--- config.mk ---
export PLATFORM = sky130hd
export DESIGN_NAME = microwire_eeprom_master
export DESIGN_NICKNAME = d
export VERILOG_FILES = /design/src/hw/rtl/mwe_pkg.sv /design/src/hw/rtl/mwe_seq.sv /design/src/hw/rtl/microwire_eeprom_master.sv
export SDC_FILE = /design/constraint.sdc
export NUM_CORES = 1
export LEC_CHECK = 0
export ABC_AREA = 1
export BUFFER_PORTS_ARGS = -buffer_cell sky130_fd_sc_hd__buf_2
export CAP_MARGIN = 20
export CORE_UTILIZATION = 56
export CTS_CLUSTER_DIAMETER = 100
export DETAILED_ROUTE_END_ITERATION = 6
export GPL_ROUTABILITY_DRIVEN = 0
export MAX_ROUTING_LAYER = met4
export PLACE_DENSITY = 0.75
export SYNTH_ARGS = -nofsm -noshare
export SYNTH_HDL_FRONTEND = slang
export SYNTH_SLANG_ARGS = --single-unit
export TNS_END_PERCENT = 30
--- constraint.sdc ---
create_clock -name aclk -period 4.3 [get_ports aclk]
set_clock_uncertainty 0.1 [all_clocks]
set_input_delay 0.43 -clock aclk [delete_from_list [all_inputs] [get_ports aclk]]
set_output_delay 0.43 -clock aclk [all_outputs]
set_load 0.005 [all_outputs]
--- src/hw/rtl/mwe_pkg.sv ---
// Shared types and constants for the Microwire EEPROM master.
package mwe_pkg;

    // Item kinds.
    localparam logic [2:0] KIND_TICK       = 3'd0;
    localparam logic [2:0] KIND_READ_ALL   = 3'd1;
    localparam logic [2:0] KIND_WRITE_EN   = 3'd2;
    localparam logic [2:0] KIND_WRITE_WORD = 3'd3;
    localparam logic [2:0] KIND_WRITE_DIS  = 3'd4;

    // Completion status codes.
    localparam logic [1:0] STATUS_OK        = 2'd0;
    localparam logic [1:0] STATUS_NO_DEVICE = 2'd1;
    localparam logic [1:0] STATUS_TIMEOUT   = 2'd2;
    localparam logic [1:0] STATUS_REFUSED   = 2'd3;

    // Configuration register indexes.
    localparam logic [1:0] CFG_WORD_COUNT   = 2'd0;
    localparam logic [1:0] CFG_HALF_PERIOD  = 2'd1;
    localparam logic [1:0] CFG_PROGRAM_WAIT = 2'd2;
    localparam logic [1:0] CFG_READY_LEVEL  = 2'd3;

    // 11-bit Microwire command codes (start bit, opcode, address field).
    localparam logic [10:0] CMD_READ_ALL = 11'h600;
    localparam logic [10:0] CMD_EWEN     = 11'h4C0;
    localparam logic [10:0] CMD_EWDS     = 11'h400;
    localparam logic [10:0] CMD_ERASE    = 11'h700;
    localparam logic [10:0] CMD_WRITE    = 11'h500;

    localparam int SHIFT_W = 27;

    typedef struct packed {
        logic [2:0]  kind;
        logic [6:0]  word_address;
        logic [15:0] write_value;
        logic        data_out_pin;
    } item_t;

    typedef struct packed {
        logic [7:0]  word_count;
        logic [7:0]  half_period_ticks;
        logic [23:0] program_wait_ticks;
        logic        ready_level;
    } cfg_t;

    typedef struct packed {
        logic        chip_select;
        logic        serial_clock;
        logic        data_in_pin;
        logic [15:0] read_data;
        logic [6:0]  read_address;
        logic        read_valid;
        logic        busy_res;
        logic        done_res;
        logic [1:0]  status;
    } result_t;

endpackage

--- src/hw/rtl/mwe_seq.sv ---
// Serial command sequencer: holds the bus state and computes one step per item.
module mwe_seq #(
    parameter int MAX_WORDS = 128
) (
    input  logic              aclk,
    input  logic              aresetn,
    input  logic              step_en,
    input  mwe_pkg::item_t    item,
    input  mwe_pkg::cfg_t     cfg,
    output mwe_pkg::result_t  result
);

    localparam logic [3:0] ST_IDLE    = 4'd0;
    localparam logic [3:0] ST_RA_LO   = 4'd1;
    localparam logic [3:0] ST_RA_HI   = 4'd2;
    localparam logic [3:0] ST_SH_LO   = 4'd3;
    localparam logic [3:0] ST_SH_HI   = 4'd4;
    localparam logic [3:0] ST_ER_LO   = 4'd5;
    localparam logic [3:0] ST_ER_HI   = 4'd6;
    localparam logic [3:0] ST_ER_WAIT = 4'd7;
    localparam logic [3:0] ST_PR_PRE  = 4'd8;
    localparam logic [3:0] ST_PR_LO   = 4'd9;
    localparam logic [3:0] ST_PR_HI   = 4'd10;
    localparam logic [3:0] ST_PR_WAIT = 4'd11;
    localparam logic [3:0] ST_DM_LO   = 4'd12;
    localparam logic [3:0] ST_DM_HI   = 4'd13;
    localparam logic [3:0] ST_RD_LO   = 4'd14;
    localparam logic [3:0] ST_RD_HI   = 4'd15;

    localparam logic [8:0] MaxWords = 9'(MAX_WORDS);
    localparam logic [4:0] CmdTopBit = 5'(mwe_pkg::SHIFT_W - 1);
    localparam logic [4:0] DataBits = 5'd16;

    logic [3:0]                     state_reg, state_next;
    logic [mwe_pkg::SHIFT_W-1:0]    shift_reg, shift_next;
    logic [4:0]                     bit_cnt_reg, bit_cnt_next;
    logic [7:0]                     word_idx_reg, word_idx_next;
    logic [23:0]                    wait_cnt_reg, wait_cnt_next;
    logic [7:0]                     half_cnt_reg, half_cnt_next;
    logic [1:0]                     err_reg, err_next;
    logic [6:0]                     pend_addr_reg, pend_addr_next;

    logic        is_cmd;
    logic        cmd_accept;
    logic [7:0]  half_period;
    logic [7:0]  half_inc;
    logic        phase_end;
    logic [23:0] wait_load;
    logic [23:0] wait_dec;
    logic [4:0]  bit_dec;
    logic [8:0]  word_limit;
    logic [8:0]  word_idx_inc;
    logic        done;
    logic        rvalid;
    logic [3:0]  drv_state;
    logic [mwe_pkg::SHIFT_W-1:0] drv_shift;
    logic [4:0]  drv_bit_cnt;
    logic [7:0]  drv_half_cnt;
    logic        drv_bit;
    logic        cs, sk, di;

    assign is_cmd = (item.kind == mwe_pkg::KIND_READ_ALL) ||
                    (item.kind == mwe_pkg::KIND_WRITE_EN) ||
                    (item.kind == mwe_pkg::KIND_WRITE_WORD) ||
                    (item.kind == mwe_pkg::KIND_WRITE_DIS);
    assign cmd_accept = is_cmd && (state_reg == ST_IDLE);

    assign half_period = (cfg.half_period_ticks != 8'd0) ? cfg.half_period_ticks : 8'd1;
    assign half_inc    = half_cnt_reg + 8'd1;
    assign phase_end   = (half_inc >= half_period);
    assign wait_load   = (cfg.program_wait_ticks != 24'd0) ? cfg.program_wait_ticks : 24'd1;
    assign wait_dec    = wait_cnt_reg - 24'd1;
    assign bit_dec     = bit_cnt_reg - 5'd1;
    assign word_limit  = ({1'b0, cfg.word_count} < MaxWords) ? {1'b0, cfg.word_count} : MaxWords;
    assign word_idx_inc = {1'b0, word_idx_reg} + 9'd1;

    always_comb begin
        state_next     = state_reg;
        shift_next     = shift_reg;
        bit_cnt_next   = bit_cnt_reg;
        word_idx_next  = word_idx_reg;
        wait_cnt_next  = wait_cnt_reg;
        half_cnt_next  = half_cnt_reg;
        err_next       = err_reg;
        pend_addr_next = pend_addr_reg;
        done           = 1'b0;
        rvalid         = 1'b0;

        if (is_cmd) begin
            if (cmd_accept) begin
                half_cnt_next = '0;
                err_next      = mwe_pkg::STATUS_OK;
                word_idx_next = '0;
                wait_cnt_next = '0;
                bit_cnt_next  = CmdTopBit;
                unique case (item.kind)
                    mwe_pkg::KIND_READ_ALL: begin
                        shift_next = {mwe_pkg::CMD_READ_ALL, 16'h0000};
                        state_next = ST_RA_LO;
                    end
                    mwe_pkg::KIND_WRITE_EN: begin
                        shift_next = {mwe_pkg::CMD_EWEN, 16'h0000};
                        state_next = ST_SH_LO;
                    end
                    mwe_pkg::KIND_WRITE_DIS: begin
                        shift_next = {mwe_pkg::CMD_EWDS, 16'h0000};
                        state_next = ST_SH_LO;
                    end
                    default: begin
                        pend_addr_next = item.word_address;
                        shift_next = {mwe_pkg::CMD_ERASE | {4'b0000, item.word_address},
                                      item.write_value};
                        state_next = ST_ER_LO;
                    end
                endcase
            end
        end else begin
            unique case (state_reg)
                ST_RA_LO, ST_SH_LO, ST_ER_LO, ST_PR_LO: begin
                    half_cnt_next = phase_end ? 8'd0 : half_inc;
                    if (phase_end) begin
                        state_next = state_reg + 4'd1;
                    end
                end
                ST_RA_HI, ST_SH_HI, ST_ER_HI, ST_PR_HI: begin
                    half_cnt_next = phase_end ? 8'd0 : half_inc;
                    if (phase_end) begin
                        // The program phase also shifts out the data word.
                        if (bit_cnt_reg == ((state_reg == ST_PR_HI) ? 5'd0 : DataBits)) begin
                            unique case (state_reg)
                                ST_RA_HI: state_next = ST_DM_LO;
                                ST_SH_HI: done = 1'b1;
                                ST_ER_HI: state_next = ST_ER_WAIT;
                                default:  state_next = ST_PR_WAIT;
                            endcase
                        end else begin
                            bit_cnt_next = bit_dec;
                            state_next   = state_reg - 4'd1;
                        end
                    end
                end
                ST_ER_WAIT, ST_PR_WAIT: begin
                    // The half counter marks the CS-low tick that opens the wait.
                    if (half_cnt_reg == 8'd0) begin
                        half_cnt_next = 8'd1;
                        wait_cnt_next = wait_load;
                    end else begin
                        wait_cnt_next = wait_dec;
                        if (wait_dec == 24'd0) begin
                            if (item.data_out_pin != cfg.ready_level) begin
                                err_next = mwe_pkg::STATUS_TIMEOUT;
                            end
                            half_cnt_next = 8'd0;
                            if (state_reg == ST_ER_WAIT) begin
                                state_next = ST_PR_PRE;
                            end else begin
                                done = 1'b1;
                            end
                        end
                    end
                end
                ST_PR_PRE: begin
                    shift_next    = {mwe_pkg::CMD_WRITE | {4'b0000, pend_addr_reg},
                                     shift_reg[15:0]};
                    bit_cnt_next  = CmdTopBit;
                    half_cnt_next = 8'd0;
                    state_next    = ST_PR_LO;
                end
                ST_DM_LO: begin
                    if (half_cnt_reg == 8'd0) begin
                        shift_next = {{(mwe_pkg::SHIFT_W-1){1'b0}}, item.data_out_pin};
                    end
                    half_cnt_next = phase_end ? 8'd0 : half_inc;
                    if (phase_end) begin
                        state_next = ST_DM_HI;
                    end
                end
                ST_DM_HI: begin
                    half_cnt_next = phase_end ? 8'd0 : half_inc;
                    if (phase_end) begin
                        if (shift_reg[0]) begin
                            err_next = mwe_pkg::STATUS_NO_DEVICE;
                            done     = 1'b1;
                        end else if (word_limit == 9'd0) begin
                            done = 1'b1;
                        end else begin
                            bit_cnt_next  = DataBits;
                            word_idx_next = '0;
                            shift_next    = '0;
                            state_next    = ST_RD_LO;
                        end
                    end
                end
                ST_RD_LO: begin
                    if (half_cnt_reg == 8'd0) begin
                        shift_next = {shift_reg[mwe_pkg::SHIFT_W-2:0], item.data_out_pin};
                    end
                    half_cnt_next = phase_end ? 8'd0 : half_inc;
                    if (phase_end) begin
                        state_next = ST_RD_HI;
                    end
                end
                ST_RD_HI: begin
                    half_cnt_next = phase_end ? 8'd0 : half_inc;
                    if (phase_end) begin
                        bit_cnt_next = bit_dec;
                        state_next   = ST_RD_LO;
                        if (bit_dec == 5'd0) begin
                            rvalid = 1'b1;
                            if (word_idx_inc >= word_limit) begin
                                done = 1'b1;
                            end else begin
                                word_idx_next = word_idx_inc[7:0];
                                bit_cnt_next  = DataBits;
                            end
                        end
                    end
                end
                default: begin
                end
            endcase
            if (done) begin
                state_next    = ST_IDLE;
                half_cnt_next = 8'd0;
            end
        end
    end

    // A command shows the levels of the step it set up; a tick shows its own.
    assign drv_state    = cmd_accept ? state_next : state_reg;
    assign drv_shift    = cmd_accept ? shift_next : shift_reg;
    assign drv_bit_cnt  = cmd_accept ? bit_cnt_next : bit_cnt_reg;
    assign drv_half_cnt = cmd_accept ? half_cnt_next : half_cnt_reg;
    assign drv_bit = (drv_bit_cnt < 5'(mwe_pkg::SHIFT_W)) ? drv_shift[drv_bit_cnt] : 1'b0;

    always_comb begin
        cs = 1'b0;
        sk = 1'b0;
        di = 1'b0;
        unique case (drv_state)
            ST_RA_LO, ST_SH_LO, ST_ER_LO, ST_PR_LO: begin
                cs = 1'b1;
                di = drv_bit;
            end
            ST_RA_HI, ST_SH_HI, ST_ER_HI, ST_PR_HI: begin
                cs = 1'b1;
                sk = 1'b1;
                di = drv_bit;
            end
            ST_ER_WAIT, ST_PR_WAIT: begin
                cs = (drv_half_cnt != 8'd0);
            end
            ST_DM_LO, ST_RD_LO: begin
                cs = 1'b1;
            end
            ST_DM_HI, ST_RD_HI: begin
                cs = 1'b1;
                sk = 1'b1;
            end
            default: begin
            end
        endcase
    end

    always_comb begin
        result.chip_select  = cs;
        result.serial_clock = sk;
        result.data_in_pin  = di;
        result.read_data    = rvalid ? shift_reg[15:0] : 16'h0000;
        result.read_address = rvalid ? word_idx_reg[6:0] : 7'd0;
        result.read_valid   = rvalid;
        result.busy_res     = (state_next != ST_IDLE);
        result.done_res     = done;
        if (is_cmd && !cmd_accept) begin
            result.status = mwe_pkg::STATUS_REFUSED;
        end else if (done) begin
            result.status = err_next;
        end else begin
            result.status = mwe_pkg::STATUS_OK;
        end
    end

    always_ff @(posedge aclk) begin
        if (!aresetn) begin
            state_reg     <= ST_IDLE;
            shift_reg     <= '0;
            bit_cnt_reg   <= '0;
            word_idx_reg  <= '0;
            wait_cnt_reg  <= '0;
            half_cnt_reg  <= '0;
            err_reg       <= '0;
            pend_addr_reg <= '0;
        end else if (step_en) begin
            state_reg     <= state_next;
            shift_reg     <= shift_next;
            bit_cnt_reg   <= bit_cnt_next;
            word_idx_reg  <= word_idx_next;
            wait_cnt_reg  <= wait_cnt_next;
            half_cnt_reg  <= half_cnt_next;
            err_reg       <= err_next;
            pend_addr_reg <= pend_addr_next;
        end
    end

endmodule

--- src/hw/rtl/microwire_eeprom_master.sv ---
// Top level of the Microwire EEPROM master: input and result registers, config registers.
//
//   Channel   Direction  Handshake              Carries
//   s_        in         s_valid / s_ready      one command or tick item
//   m_        out        m_valid / m_ready      one result item per input item
//   cfg_      in         cfg_wr_en              register index and write data
//
// An accepted item waits in the input register; the sequencer step between it and the output
// register is combinational; its result is registered as the item leaves the input register.
// One item per cycle is taken while results are taken.
// The sequencer state advances only when an item leaves the input register.
// A stalled result holds the output register and, behind it, the input register.
// Reset is synchronous and active low; all config registers return to their defaults.
module microwire_eeprom_master #(
    parameter int MAX_WORDS = 128
) (
    input  logic        aclk,
    input  logic        aresetn,

    input  logic        s_valid,
    output logic        s_ready,
    input  logic [2:0]  s_kind,
    input  logic [6:0]  s_word_address,
    input  logic [15:0] s_write_value,
    input  logic        s_data_out_pin,

    output logic        m_valid,
    input  logic        m_ready,
    output logic        m_chip_select,
    output logic        m_serial_clock,
    output logic        m_data_in_pin,
    output logic [15:0] m_read_data,
    output logic [6:0]  m_read_address,
    output logic        m_read_valid,
    output logic        m_busy_res,
    output logic        m_done_res,
    output logic [1:0]  m_status,

    input  logic        cfg_wr_en,
    input  logic [1:0]  cfg_index,
    input  logic [23:0] cfg_wr_data
);

    logic              in_vld_reg;
    mwe_pkg::item_t    item_reg;
    logic              m_vld_reg;
    mwe_pkg::result_t  result_reg;
    mwe_pkg::result_t  step_result;
    mwe_pkg::cfg_t     cfg_reg;
    logic              fire;

    assign fire    = in_vld_reg && (!m_vld_reg || m_ready);
    assign s_ready = !in_vld_reg || fire;

    always_ff @(posedge aclk) begin
        if (!aresetn) begin
            in_vld_reg <= 1'b0;
        end else if (s_ready) begin
            in_vld_reg <= s_valid;
        end
    end

    always_ff @(posedge aclk) begin
        if (s_valid && s_ready) begin
            item_reg.kind         <= s_kind;
            item_reg.word_address <= s_word_address;
            item_reg.write_value  <= s_write_value;
            item_reg.data_out_pin <= s_data_out_pin;
        end
    end

    always_ff @(posedge aclk) begin
        if (!aresetn) begin
            cfg_reg.word_count         <= 8'd128;
            cfg_reg.half_period_ticks  <= 8'd1;
            cfg_reg.program_wait_ticks <= 24'd10000;
            cfg_reg.ready_level        <= 1'b0;
        end else if (cfg_wr_en) begin
            unique case (cfg_index)
                mwe_pkg::CFG_WORD_COUNT:   cfg_reg.word_count <= cfg_wr_data[7:0];
                mwe_pkg::CFG_HALF_PERIOD:  cfg_reg.half_period_ticks <= cfg_wr_data[7:0];
                mwe_pkg::CFG_PROGRAM_WAIT: cfg_reg.program_wait_ticks <= cfg_wr_data;
                default:                   cfg_reg.ready_level <= cfg_wr_data[0];
            endcase
        end
    end

    mwe_seq #(
        .MAX_WORDS (MAX_WORDS)
    ) u_seq (
        .aclk    (aclk),
        .aresetn (aresetn),
        .step_en (fire),
        .item    (item_reg),
        .cfg     (cfg_reg),
        .result  (step_result)
    );

    always_ff @(posedge aclk) begin
        if (!aresetn) begin
            m_vld_reg <= 1'b0;
        end else if (!m_vld_reg || m_ready) begin
            m_vld_reg <= fire;
        end
    end

    always_ff @(posedge aclk) begin
        if (fire) begin
            result_reg <= step_result;
        end
    end

    assign m_valid        = m_vld_reg;
    assign m_chip_select  = result_reg.chip_select;
    assign m_serial_clock = result_reg.serial_clock;
    assign m_data_in_pin  = result_reg.data_in_pin;
    assign m_read_data    = result_reg.read_data;
    assign m_read_address = result_reg.read_address;
    assign m_read_valid   = result_reg.read_valid;
    assign m_busy_res     = result_reg.busy_res;
    assign m_done_res     = result_reg.done_res;
    assign m_status       = result_reg.status;

`ifndef ASSERT_OFF
    // A finished sequence never reports itself as still running.
    a_done_not_busy: assert property (@(posedge aclk) disable iff (!aresetn)
        (m_vld_reg && result_reg.done_res) |-> !result_reg.busy_res)
        else $error("done and busy reported together");

    // A refused command only happens while a sequence is running, and ends nothing.
    a_refused_busy: assert property (@(posedge aclk) disable iff (!aresetn)
        (m_vld_reg && result_reg.status == mwe_pkg::STATUS_REFUSED)
            |-> (result_reg.busy_res && !result_reg.done_res))
        else $error("refusal outside of a running sequence");

    // A completed word belongs to a sequence that is running or ends right there.
    a_word_in_sequence: assert property (@(posedge aclk) disable iff (!aresetn)
        (m_vld_reg && result_reg.read_valid)
            |-> (result_reg.busy_res || result_reg.done_res))
        else $error("read word outside of a sequence");

    // The serial clock only toggles with the chip selected.
    a_sk_needs_cs: assert property (@(posedge aclk) disable iff (!aresetn)
        (m_vld_reg && result_reg.serial_clock) |-> result_reg.chip_select)
        else $error("serial clock high with chip select low");
`endif

endmodule

==> flow_metrics.env <==
export IMPL_status="completed"
export IMPL_end_kind="flip-flop"
export IMPL_largest_reg_flops=41
export IMPL_core_area_sq_um=19400
export IMPL_cp_startpoint="u_seq.half_cnt_reg[0]"
export IMPL_wl_um=30800
export IMPL_worstRegToRegCells=22
export IMPL_grt_antenna_before_repair=0
export IMPL_grt_overflow=0
export IMPL_rsz0062_at_grt="false"
export IMPL_busiest_layer="met2"
export IMPL_reg2reg_from="u_seq.half_cnt_reg[0]"
export IMPL_syn_instance_count=1528
export IMPL_die_w_um=143
export IMPL_clock_sinks=186
export IMPL_postCtsHoldBufs=0
export IMPL_post_route_util_pct=63.2
export IMPL_fin_setup_tns_ps=0
export IMPL_synthMuxAreaShare_pct=0
export IMPL_rrSetupSlack_ps=340
export IMPL_clk_latency_ps=450
export IMPL_synth_area_top_cells="dfxtp_1, edfxtp_1, nand2_1, a21oi_1, inv_1"
export IMPL_critical_path_required_ps=4490
export IMPL_drtIter0Drc=905
export IMPL_crit_chain="inv_1 > nor3_1 > nand3_1 > nor2_1 > nand2_1 > xor2_1 > inv_1 > ha_1 > nand2_1 > nor2_1 > nand4_1 > nand3_2 > buf_4 > nand3_2 > nand2_2 > inv_2 > nor2_1 > inv_2 > o21ai_2 > nand2_4 > a21oi_1 > a211oi_2"
export IMPL_yosysTopAreaCellShare_pct=23.2
export IMPL_p_per_area_nw_per_um2=354
export IMPL_slowest_delay_ps=440
export IMPL_synthArstFlopShare_pct=0
export IMPL_detail_route_wl_per_cell_um=16.5
export IMPL_track_usage_pct=32.2
export IMPL_worst_pin_slew_ps=1040
export IMPL_max_clock_path_buffers=2
export IMPL_critPathTopFamily="simple AND/OR/NAND/NOR gates"
export IMPL_hold_start="s_write_value[5]"
export IMPL_cts_root_buf="clkbuf_16"
export IMPL_synth_area_leader_cell="dfxtp_1"
export IMPL_via_per_inst=5.81
export IMPL_whs_path_depth=1
export IMPL_hold_path_end="item_reg[6]"
export IMPL_synthFlopType="dfxtp_1"
export IMPL_synth_top_family_by_area="simple AND/OR/NAND/NOR gates"
export IMPL_cp_max_fo=14
export IMPL_cp_common_cell="nor2_1"
export IMPL_synthXorXnorAreaFrac_pct=1.97
export IMPL_grt_max_degree=77
export IMPL_path_clk_slew_ps=80
export IMPL_hold_class="input pin to flip-flop"
export IMPL_diodes=0
export IMPL_vias=10848
export IMPL_yosys_warnings=0
export IMPL_synthDistinctLibCells=55
export IMPL_critPathSlowestCell="dfxtp_1"
export IMPL_yosysSeqAreaShare_pct=38.9
export IMPL_power_leakage_nw=5.08
export IMPL_synthTopCellsByCount="nand2_1, a21oi_1, inv_1, dfxtp_1, nor2_1"
export IMPL_yosysMostFrequentCell="nand2_1"
export IMPL_drv_slew=0
export IMPL_period_share_pct=92.0
export IMPL_start_util_pct=57.0
export IMPL_fp_dieH_um=143
export IMPL_place_port_buffers=90
export IMPL_crit_path_start_kind="flip-flop"
export IMPL_cts_htree_levels=4
export IMPL_syn_area_sq_um=11100
export IMPL_worstPathArrival_ps=4150
export IMPL_final_fill_count=1788
export IMPL_slew_headroom_pct=30.6
export IMPL_ant_nets=0
export IMPL_grt_pass1_vias=10083
export IMPL_period_minus_slack_ps=3960
export IMPL_hold_viol=0
export IMPL_dieArea_sq_um=20300
export IMPL_grt_first_pass_wirelength_um=50200
export IMPL_syn_to_final_growth_pct=10.9
export IMPL_post_dp_hpwl_um=21700
export IMPL_vdd_drop_max_mv=0.280
export IMPL_synth_fa_ha_area_share_pct=3.39
export IMPL_drc_errors=0
export IMPL_nets=1678
export IMPL_synth_nets=1616
export IMPL_cts_buffers=17
export IMPL_num_rows=51
export IMPL_r2r_end="u_seq.word_idx_reg[7]"
export IMPL_grt_util_met2_pct=52.0
export IMPL_grt_util_met1_pct=39.6
export IMPL_maxCapViolations=0
export IMPL_path_class="flip-flop to flip-flop"
export IMPL_hold_ws_ps=55.1
export IMPL_synth_compound_area_share_pct=20.5
export IMPL_synth_edff_count=58
export IMPL_met3_usage_pct=5.42
export IMPL_drive_gt1_share_pct=14.2
export IMPL_setup_violations=0
export IMPL_synth_area_per_cell_sq_um=7.24
export IMPL_drtPass1Iterations=6
export IMPL_cts_tree="built"
export IMPL_fmax_mhz=253
export IMPL_ioPinCount=91
export IMPL_ys_seq_elements=186
export IMPL_yosys_area_share_simple_pct=26.5
export IMPL_cp_num_buf_inv=5
## how the worst max path moves through the flow
stage,to,depth (start not counted)
finish,u_seq.word_idx_reg[7],22
global route,u_seq.word_idx_reg[3],22
CTS,u_seq.word_idx_reg[7],22
detailed placement,u_seq.word_idx_reg[7],22
global placement,u_seq.word_idx_reg[3],22
floorplan,m_busy_res,23
## cell type report
cell class                 instances  area (sq um)  share of cell area (%)
clock inverter                    14           156                    1.27
timing repair buffer             106           571                    4.65
multi-input combinational       1099          5800                    47.3
tap                              265           332                    2.70
clock buffer                      18           429                    3.50
inverter                         180           677                    5.52
sequential                       186          4300                    35.1
## placed cells by master, fill, tap and decap left out, types with 11 or more instances in the layout
cell type / netlist / routed
nor2_1: 128 / 128
o21ai_1: 15 / 15
a21oi_1: 158 / 158
edfxtp_1: 58 / 58
o21ai_0: 115 / 115
xor2_1: 19 / 19
dfxtp_1: 128 / 128
clkbuf_16: 0 / 17
buf_4: 3 / 16
inv_2: 25 / 25
nand3_2: 11 / 11
nor2_2: 16 / 16
nand4_1: 16 / 16
inv_1: 154 / 153
o211ai_1: 37 / 37
ha_1: 30 / 30
nor3_1: 16 / 16
nor2_4: 11 / 11
nand3_1: 69 / 69
buf_2: 11 / 90
nand2_1: 359 / 359
## worst reg2reg max path: stages (launching register included)
cell,delay [ps]
dfxtp_1,440
inv_1,120
nor3_1,290
nand3_1,160
nor2_1,110
nand2_1,70
xor2_1,190
inv_1,60
ha_1,300
nand2_1,80
nor2_1,150
nand4_1,110
nand3_2,120
buf_4,200
nand3_2,130
nand2_2,150
inv_2,70
nor2_1,160
inv_2,60
o21ai_2,280
nand2_4,200
a21oi_1,220
a211oi_2,50
## repair_timing
action	4_1_cts	5_1_grt
buffers inserted	0	0
endpoints found under the setup margin	0	2
gates resized for setup	0	1
## per-layer routing
metal	vias to the layer above	share of wire [%]	wire, um
met4	0	3.7	1120
met1	5039	43	13200
li1	5260	-	-
met2	453	46	14300
met5	-	0	0
met3	96	7.0	2160
## power breakdown
group / leakage (nW) / switching (W) / total [W] / internal (W)
logic: 3.19 / 0.000535 / 0.000796 / 0.000261
registers: 1.61 / 0.0000591 / 0.00195 / 0.00189
clock network: 0.287 / 0.000770 / 0.00160 / 0.000828
total: 5.08 / 0.00136 / 0.00434 / 0.00298
## metrics by stage
stage / setup WS, ps / instances / instance area, sq um / total power [W]
2_1_floorplan: 733 / 1528 / 11100 / 0.00253
3_3_place_gp: 583 / 1836 / 11700 / 0.00275
3_5_place_dp: 370 / 1836 / 11700 / 0.00276
4_1_cts: 347 / 1868 / 12300 / 0.00435
5_1_grt: 55.2 / 1868 / 12300 / 0.00452
6_report: 344 / 1868 / 12300 / 0.00434
## kinds of logic (layout without fill, tap and decap cells)
| family | count (synthesis) | in the layout |
|---|---|---|
| and+or+nand+nor | 655 | 655 |
| adders and majority gates | 30 | 30 |
| xor gates and xnor gates | 24 | 24 |
| buffers and inverters | 243 | 318 |
| DFF | 186 | 186 |
| AOI/OAI and AO/OA | 390 | 390 |
No activity file was read; power rests on OpenSTA's default activity.
